## src/design/neighbor_color_median_core_assert.svh

```systemverilog
// assertion macros for the neighbour colour median core
// expects a clock named clk and an active-low reset named rst_n in scope
`ifndef NEIGHBOR_COLOR_MEDIAN_CORE_ASSERT_SVH
`define NEIGHBOR_COLOR_MEDIAN_CORE_ASSERT_SVH

// condition holds in the same cycle
`define NCM_ASSERT_NOW(label, cond, msg) \
    label: assert property (@(posedge clk) disable iff (!rst_n) (cond)) else $error(msg);

// trigger implies consequence in the next cycle
`define NCM_ASSERT_NEXT(label, trig, cons, msg) \
    label: assert property (@(posedge clk) disable iff (!rst_n) (trig) |=> (cons)) \
        else $error(msg);

`endif

```

## src/design/ncm_pkg.sv

```systemverilog
// shared constants and types of the neighbour colour median core
// no dependencies
package ncm_pkg;

    // colour channels carried per item
    localparam int NUM_CHAN = 3;
    // width of one channel field on the stream ports
    localparam int FIELD_W = 8;
    localparam int TDATA_W = NUM_CHAN * FIELD_W;

    // configuration register file
    localparam int CFG_DATA_W = 32;
    localparam int CFG_ADDR_W = 3;
    localparam int COUNT_W = 5;
    localparam logic [COUNT_W-1:0] COUNT_RESET = 5'd16;
    localparam logic REG_NEIGHBOR_COUNT = 1'b0;

    // control handed to every cell of the insertion chain
    typedef struct packed {
        logic load;     // an item is accepted this cycle
        logic active;   // cell holds an entry of the current point
    } cell_ctrl_t;

endpackage

```

## src/design/neighbor_color_median_core.sv

```systemverilog
// top level of the neighbour colour median core
// depends on ncm_pkg, ncm_cell, ncm_regs and the assertion header
`include "neighbor_color_median_core_assert.svh"

// Takes the red, green and blue values of a point's neighbours, one neighbour
// per item, and inserts each channel into its own ascending order held in a
// chain of MAX_NEIGHBORS cells. Once neighbor_count items (0 taken as 1, above
// MAX_NEIGHBORS taken as MAX_NEIGHBORS) have arrived, one result item carries
// the element at ascending index count/2 of each channel (the upper median for
// an even count) and the next point starts. An item is accepted every cycle:
// while s_tready is high, as every cell compares and shifts in parallel. The
// item completing a point sets a pending flag, and the output register then
// picks the median cell once the output stage is free; a result that is not
// taken blocks input only once a second result is due.
module neighbor_color_median_core #(
    parameter int MAX_NEIGHBORS = 16,
    parameter int CHANNEL_BITS = 8
) (
    input  logic                            clk,
    input  logic                            rst_n,
    // configuration
    input  logic                            psel,
    input  logic                            penable,
    input  logic                            pwrite,
    input  logic [ncm_pkg::CFG_ADDR_W-1:0]  paddr,
    input  logic [ncm_pkg::CFG_DATA_W-1:0]  pwdata,
    output logic [ncm_pkg::CFG_DATA_W-1:0]  prdata,
    output logic                            pready,
    // neighbour items
    input  logic                            s_tvalid,
    output logic                            s_tready,
    input  logic [ncm_pkg::TDATA_W-1:0]     s_tdata,  // red [7:0], green [15:8], blue [23:16]
    // median items
    output logic                            m_tvalid,
    input  logic                            m_tready,
    output logic [ncm_pkg::TDATA_W-1:0]     m_tdata   // median_red [7:0], median_green [15:8],
                                                      // median_blue [23:16]
);

    localparam int NCH   = ncm_pkg::NUM_CHAN;
    localparam int FW    = ncm_pkg::FIELD_W;
    localparam int CNT_W = $clog2(MAX_NEIGHBORS + 1);
    localparam int IDX_W = (MAX_NEIGHBORS > 1) ? $clog2(MAX_NEIGHBORS) : 1;

    logic [CNT_W-1:0]                 eff_count;
    logic [CNT_W-1:0]                 gathered_reg;
    logic [CNT_W-1:0]                 gathered_next;
    logic [CNT_W-1:0]                 gathered_inc;
    logic [IDX_W-1:0]                 mid_reg;
    logic [IDX_W-1:0]                 mid_next;
    logic                             pend_reg;
    logic                             pend_next;
    logic                             out_valid_reg;
    logic                             out_valid_next;
    logic [NCH-1:0][FW-1:0]           out_data_reg;
    logic [NCH-1:0][FW-1:0]           out_data_next;
    logic                             accept;
    logic                             emit;
    logic                             out_free;
    logic                             out_load;
    logic [NCH-1:0][CHANNEL_BITS-1:0] new_data;
    logic [NCH-1:0][CHANNEL_BITS-1:0] cell_data [MAX_NEIGHBORS];
    logic [NCH-1:0]                   cell_le [MAX_NEIGHBORS];

    // configuration register
    ncm_regs #(
        .MAX_NEIGHBORS (MAX_NEIGHBORS),
        .CNT_W         (CNT_W)
    ) u_regs (
        .clk       (clk),
        .rst_n     (rst_n),
        .psel      (psel),
        .penable   (penable),
        .pwrite    (pwrite),
        .paddr     (paddr),
        .pwdata    (pwdata),
        .prdata    (prdata),
        .pready    (pready),
        .eff_count (eff_count)
    );

    // handshake: the chain must hold while a result waits for the output stage
    assign out_free = !out_valid_reg || m_tready;
    assign out_load = pend_reg && out_free;
    assign s_tready = !pend_reg || out_free;
    assign accept   = s_tvalid && s_tready;

    // channel values at storage width
    always_comb
    begin
        for (int c = 0; c < NCH; c++)
            new_data[c] = CHANNEL_BITS'(s_tdata[c*FW +: FW]);
    end

    // insertion chain
    for (genvar k = 0; k < MAX_NEIGHBORS; k++)
    begin : g_cell
        ncm_pkg::cell_ctrl_t                ctrl;
        logic [NCH-1:0][CHANNEL_BITS-1:0]   prev_data;
        logic [NCH-1:0]                     prev_le;

        assign ctrl = '{load: accept, active: (CNT_W'(k) < gathered_reg)};

        if (k == 0)
        begin : g_head
            assign prev_data = new_data;
            assign prev_le   = '1;
        end
        else
        begin : g_body
            assign prev_data = cell_data[k-1];
            assign prev_le   = cell_le[k-1];
        end

        ncm_cell #(
            .CHAN_BITS (CHANNEL_BITS)
        ) u_cell (
            .clk       (clk),
            .ctrl      (ctrl),
            .new_data  (new_data),
            .prev_data (prev_data),
            .prev_le   (prev_le),
            .data      (cell_data[k]),
            .le        (cell_le[k])
        );
    end

    // point progress and median position
    assign gathered_inc = gathered_reg + CNT_W'(1);
    assign emit         = (gathered_inc >= eff_count);

    always_comb
    begin
        gathered_next = gathered_reg;
        mid_next      = mid_reg;
        pend_next     = pend_reg;
        if (out_load)
            pend_next = 1'b0;
        if (accept)
        begin
            gathered_next = emit ? '0 : gathered_inc;
            if (emit)
            begin
                pend_next = 1'b1;
                mid_next  = IDX_W'(eff_count >> 1);
            end
        end
    end

    // output stage: picks the median cell once the insertion has settled
    always_comb
    begin
        out_valid_next = out_valid_reg && !m_tready;
        out_data_next  = out_data_reg;
        if (out_load)
        begin
            out_valid_next = 1'b1;
            for (int c = 0; c < NCH; c++)
                out_data_next[c] = FW'(cell_data[mid_reg][c]);
        end
    end

    always_ff @(posedge clk or negedge rst_n)
    begin
        if (!rst_n)
        begin
            gathered_reg  <= '0;
            pend_reg      <= 1'b0;
            out_valid_reg <= 1'b0;
        end
        else
        begin
            gathered_reg  <= gathered_next;
            pend_reg      <= pend_next;
            out_valid_reg <= out_valid_next;
        end
    end

    always_ff @(posedge clk)
    begin
        mid_reg      <= mid_next;
        out_data_reg <= out_data_next;
    end

    assign m_tvalid = out_valid_reg;
    assign m_tdata  = out_data_reg;

    // checks
    `NCM_ASSERT_NOW(a_gathered_range, gathered_reg < CNT_W'(MAX_NEIGHBORS), "gathered overflow")
    `NCM_ASSERT_NEXT(a_emit_pending, accept && emit, pend_reg, "completed point lost")
    `NCM_ASSERT_NEXT(a_emit_restart, accept && emit, gathered_reg == '0, "point not restarted")
    `NCM_ASSERT_NEXT(a_result_shown, out_load, m_tvalid, "pending result not shown")

endmodule

```

## src/design/ncm_cell.sv

```systemverilog
// one cell of the insertion chain: holds one sorted entry per colour channel
// depends on ncm_pkg
module ncm_cell #(
    parameter int CHAN_BITS = 8
) (
    input  logic                                          clk,
    input  ncm_pkg::cell_ctrl_t                           ctrl,
    input  logic [ncm_pkg::NUM_CHAN-1:0][CHAN_BITS-1:0]   new_data,
    input  logic [ncm_pkg::NUM_CHAN-1:0][CHAN_BITS-1:0]   prev_data,
    input  logic [ncm_pkg::NUM_CHAN-1:0]                  prev_le,
    output logic [ncm_pkg::NUM_CHAN-1:0][CHAN_BITS-1:0]   data,
    output logic [ncm_pkg::NUM_CHAN-1:0]                  le
);

    logic [ncm_pkg::NUM_CHAN-1:0][CHAN_BITS-1:0] data_reg;
    logic [ncm_pkg::NUM_CHAN-1:0][CHAN_BITS-1:0] data_next;

    // per channel: keep if stored value is not above the new one,
    // take the new value at the insertion point, else shift from the left
    always_comb
    begin
        for (int c = 0; c < ncm_pkg::NUM_CHAN; c++)
        begin
            le[c] = ctrl.active && (data_reg[c] <= new_data[c]);
            if (le[c])
                data_next[c] = data_reg[c];
            else if (prev_le[c])
                data_next[c] = new_data[c];
            else
                data_next[c] = prev_data[c];
        end
    end

    always_ff @(posedge clk)
    begin
        if (ctrl.load)
            data_reg <= data_next;
    end

    assign data = data_reg;

endmodule

```

## src/design/ncm_regs.sv

```systemverilog
// apb configuration register and effective neighbour count
// depends on ncm_pkg
module ncm_regs #(
    parameter int MAX_NEIGHBORS = 16,
    parameter int CNT_W = 5
) (
    input  logic                            clk,
    input  logic                            rst_n,
    input  logic                            psel,
    input  logic                            penable,
    input  logic                            pwrite,
    input  logic [ncm_pkg::CFG_ADDR_W-1:0]  paddr,
    input  logic [ncm_pkg::CFG_DATA_W-1:0]  pwdata,
    output logic [ncm_pkg::CFG_DATA_W-1:0]  prdata,
    output logic                            pready,
    output logic [CNT_W-1:0]                eff_count
);

    logic [ncm_pkg::COUNT_W-1:0] count_reg;
    logic [ncm_pkg::COUNT_W-1:0] count_next;
    logic                        wr_en;
    logic                        sel_count;

    assign pready    = 1'b1;
    assign sel_count = (paddr[2] == ncm_pkg::REG_NEIGHBOR_COUNT);
    assign wr_en     = psel && penable && pwrite && sel_count;

    // register write
    always_comb
    begin
        count_next = count_reg;
        if (wr_en)
            count_next = pwdata[ncm_pkg::COUNT_W-1:0];
    end

    always_ff @(posedge clk or negedge rst_n)
    begin
        if (!rst_n)
            count_reg <= ncm_pkg::COUNT_RESET;
        else
            count_reg <= count_next;
    end

    // read back
    always_comb
    begin
        prdata = '0;
        if (sel_count)
            prdata = ncm_pkg::CFG_DATA_W'(count_reg);
    end

    // zero acts as one, large values saturate to the chain length
    always_comb
    begin
        if (count_reg == '0)
            eff_count = CNT_W'(1);
        else if (32'(count_reg) > MAX_NEIGHBORS)
            eff_count = CNT_W'(MAX_NEIGHBORS);
        else
            eff_count = CNT_W'(count_reg);
    end

endmodule

```

## config.mk

```make
export PLATFORM = sky130hd
export DESIGN_NAME = neighbor_color_median_core
export DESIGN_NICKNAME = d
export VERILOG_FILES = /design/src/design/ncm_pkg.sv /design/src/design/neighbor_color_median_core.sv /design/src/design/ncm_cell.sv /design/src/design/ncm_regs.sv
export VERILOG_INCLUDE_DIRS = /design/src /design/src/design
export SDC_FILE = /design/constraint.sdc
export NUM_CORES = 1
export LEC_CHECK = 0
export ABC_CLOCK_PERIOD_IN_PS = 2950
export BUFFER_PORTS_ARGS = -buffer_cell sky130_fd_sc_hd__buf_2
export CAP_MARGIN = 25
export CORE_UTILIZATION = 36
export CTS_CLUSTER_SIZE = 10
export DETAILED_ROUTE_END_ITERATION = 8
export PLACE_DENSITY = 0.63
export SYNTH_ARGS = -nofsm -noshare
export SYNTH_HDL_FRONTEND = slang
export SYNTH_SLANG_ARGS = --single-unit
export TNS_END_PERCENT = 30
```

## constraint.sdc

```tcl
create_clock -name clk -period 2.95 [get_ports clk]
set_input_delay 0.4425 -clock clk [delete_from_list [all_inputs] [get_ports clk]]
set_output_delay 0.4425 -clock clk [all_outputs]
set_load 0.005 [all_outputs]
```

==> impl_results.md <==
- Maximum buffer depth of the clock tree: 3
- DR pass1 iterations: 5
- Overall track demand over capacity in global routing: around a fifth
- Post-route fraction of the period consumed by the critical path: 91.4%
- Initial Utilization: 36.4%
- Biggest area consumer among synthesized cells: edfxtp_1
- Post-synthesis average cell area: 13.5 µm²
- Core Rows: 105
- Global routing usage on met1: 26.0%
- Global-route wire length before repair: around 130,000 µm
- Half-perimeter wire length after detailed placement: between 60,000 and 70,000 µm
- Placed Cells: roughly 3,500
- Pins Over Slew Limit: 0
- Antenna violations before repair: 0
- Vias: 20,700
- Accumulated negative setup slack: 0 ns
- Maximum fanout along the worst path: 8
- Total grt overflow: 0
- Diode insertion count for antenna repair: 0
- Post-route worst hold slack: 0.0912 ns
- Maximum number of pins on one net before global-route repair: 57
- Number of endpoints with negative hold slack in the final report: 0
- Flip-flop count of the largest register, all copies and words added: 384
- Largest cells by area after synthesis: edfxtp_1 (41%), ha_1 (16%), mux2_2 (13%), mux4_2 (9.0%), a21oi_1 (2.5%)
- Syn. warnings: 0
- Met3 Resource Use GR: 3.27%
- Core Footprint: 82,100 µm²
- Initial drt markers: between 1,000 and 1,500
- Area share of the largest cell type after synthesis: 41.4%
- Cell leakage power: between 10 and 15 nW
- Busiest metal layer after global routing: met2
- Maximum clock skew at final layout: ~0.028 ns
- Clock slew at reported path FFs: 0.05 ns
- Total placed instance area: 32,900 µm²
- Class of the most critical hold timing path: in2reg
- Max-cap check violation count: 0
- Die Outline Area: 84,200 µm²
- Latest clock arrival within the worst-skew pair: 0.61 ns
- Max IR drop VDD: 0.504 mV
- Port Buffers: 67
- Slew headroom: between 40% and 50%
- Slew at the pin with the worst max-slew slack: roughly 0.85 ns
- Number of top-level design ports: 125
- Clock H-tree levels: 2
- Startpoint type of the worst setup path: register
- TritonCTS clock tree: done
- Final period demand of the worst path: 2.70 ns
- Area growth from synthesis to layout: 14.9%
- Setup repair after global routing missed its margin: false
- Fraction of layout instances using a drive strength above 1: 34.5%
- Cell Area, Synth: 29,900 µm²
- Class of the most critical setup path: reg2reg
- Synthesized instance count: 2,220
- Met2 routing resource usage after global routing: a little over a third
- ANT nets after route: 0
- Fraction of synthesis flops using an asynchronous set or reset pin: 2.83%
- Clock sink total: 424
- Post-synth EDFFs: 412
- Status: complete, no violations
- Crit path capture type: register
- Placer's final routability congestion estimate: 0.892
- Pwr dens: approximately 860 nW/µm²
- Endpoints failing setup: 0
- Die Wd: 290 µm
- Cell variety after synth: 52
- Commonest cells in the synthesized netlist: edfxtp_1 (412), ha_1 (390), mux2_2 (356), a21oi_1 (150), mux4_2 (120)
- Die Ht: 290 µm
- Worst endpoint required time: 3.30 ns
- Most common cell in the netlist: edfxtp_1
- Sum of internal, switching and leakage power: 29.6 mW
- Post-synthesis register bit count: 424
- Fmax: 0.371 GHz
- Non-filler cells, final: 3,570
- Cell at the root of the clock tree: clkbuf_16
- Share of synthesized area occupied by flip-flops and latches: 42.4%
- DRC violations left: 0
- Final net count: 2,930
- Total non-filler cell area in the finished layout: around 34,000 µm²
- Via count of the first global-routing pass: 21,600
- Worst endpoint data arrival time: 3.05 ns
- Wire per inst: 24.1 µm
- CTS Buf Count: 52
- Top FF cell, synth: edfxtp_1
- Total wire length: 85,900 µm
- Number of vias per cell after detailed routing: between 5 and 6
-- layout make-up --
cell class / instances / area (µm²)
well taps: 1070 / 1340
multi-input cells: 1631 / 16400
fillers: 7489 / 47700
inverters: 93 / 349
clock inverters: 13 / 96.3
clock buffers: 67 / 1400
repair buffers: 272 / 2100
flip-flops and latches: 424 / 12700
-- worst paths after layout --
path / startpoint / to / slack [ns] / cells after the start
max: gathered_reg[3] / g_cell[6].u_cell.data[6] / 0.25 / 4
min: pwdata[3] / u_regs.count_reg[3] / 0.09 / 2
max reg2reg: gathered_reg[3] / g_cell[6].u_cell.data[6] / 0.25 / 4
min reg2reg: pend_reg / m_tvalid / 0.49 / 1
max in group asynchronous: rst_n / u_regs.count_reg[4] / 2.38 / 2
min in group asynchronous: rst_n / m_tvalid / 0.27 / 2
-- timing repair --
item	4_1_cts	5_1_grt
gates resized for setup	0	0
hold endpoints to repair	12	0
buffers inserted	0	0
hold buffers	1	0
-- report_power, final --
group	internal, mW	switching, mW
Combinational	6.41	6.32
Sequential	9.35	1.69
Clock	3.37	2.51
Total	19.1	10.5
-- per-layer routing --
| layer | routed length (µm) | vias up |
|---|---|---|
| li1 | - | 9322 |
| met4 | 2540 | 0 |
| met3 | 5450 | 157 |
| met2 | 42300 | 685 |
| met1 | 35600 | 10500 |
| met5 | 0 | - |
-- cell families after synthesis --
| family | synth area share, % |
|---|---|
| other | 0.0251 |
| buffers and inverters | 3.06 |
| AOI/OAI and AO/OA | 8.19 |
| DFF | 42.4 |
| adders and majority gates | 16.3 |
| xor gates and xnor gates | 0.0879 |
| and+or+nand+nor | 7.15 |
| muxes | 22.8 |
-- worst max-delay path: stages, from the launching register on --
cell	delay, ns
dfrtp_1	0.45
nor2_1	0.47
nand2_1	0.58
nand3_1	0.56
mux2_2	0.39
-- metrics by stage --
step           util, %  setup slack [ns]
6_report          41.9             0.255
3_3_place_gp      40.0          0.000290
5_1_grt           41.9             0.208
4_1_cts           41.9             0.262
2_1_floorplan        -            0.0970
3_5_place_dp      40.0           -0.0443
-- placed cells by master (no fill, tap or decap), types with 19 or more instances in the layout --
| master | n |
|---|---|
| a21o_1 | 25 |
| a21oi_1 | 150 |
| a221oi_1 | 19 |
| and3_1 | 19 |
| buf_2 | 68 |
| buf_4 | 185 |
| clkbuf_16 | 54 |
| conb_1 | 28 |
| edfxtp_1 | 412 |
| ha_1 | 390 |
| inv_1 | 93 |
| mux2_2 | 356 |
| mux4_2 | 120 |
| nand2_1 | 71 |
| nand3_1 | 26 |
| nand4_1 | 78 |
| nor2_1 | 102 |
| nor2b_1 | 42 |
| o211ai_1 | 29 |
| o21ai_0 | 53 |
No activity file was read; power rests on OpenSTA's default activity.
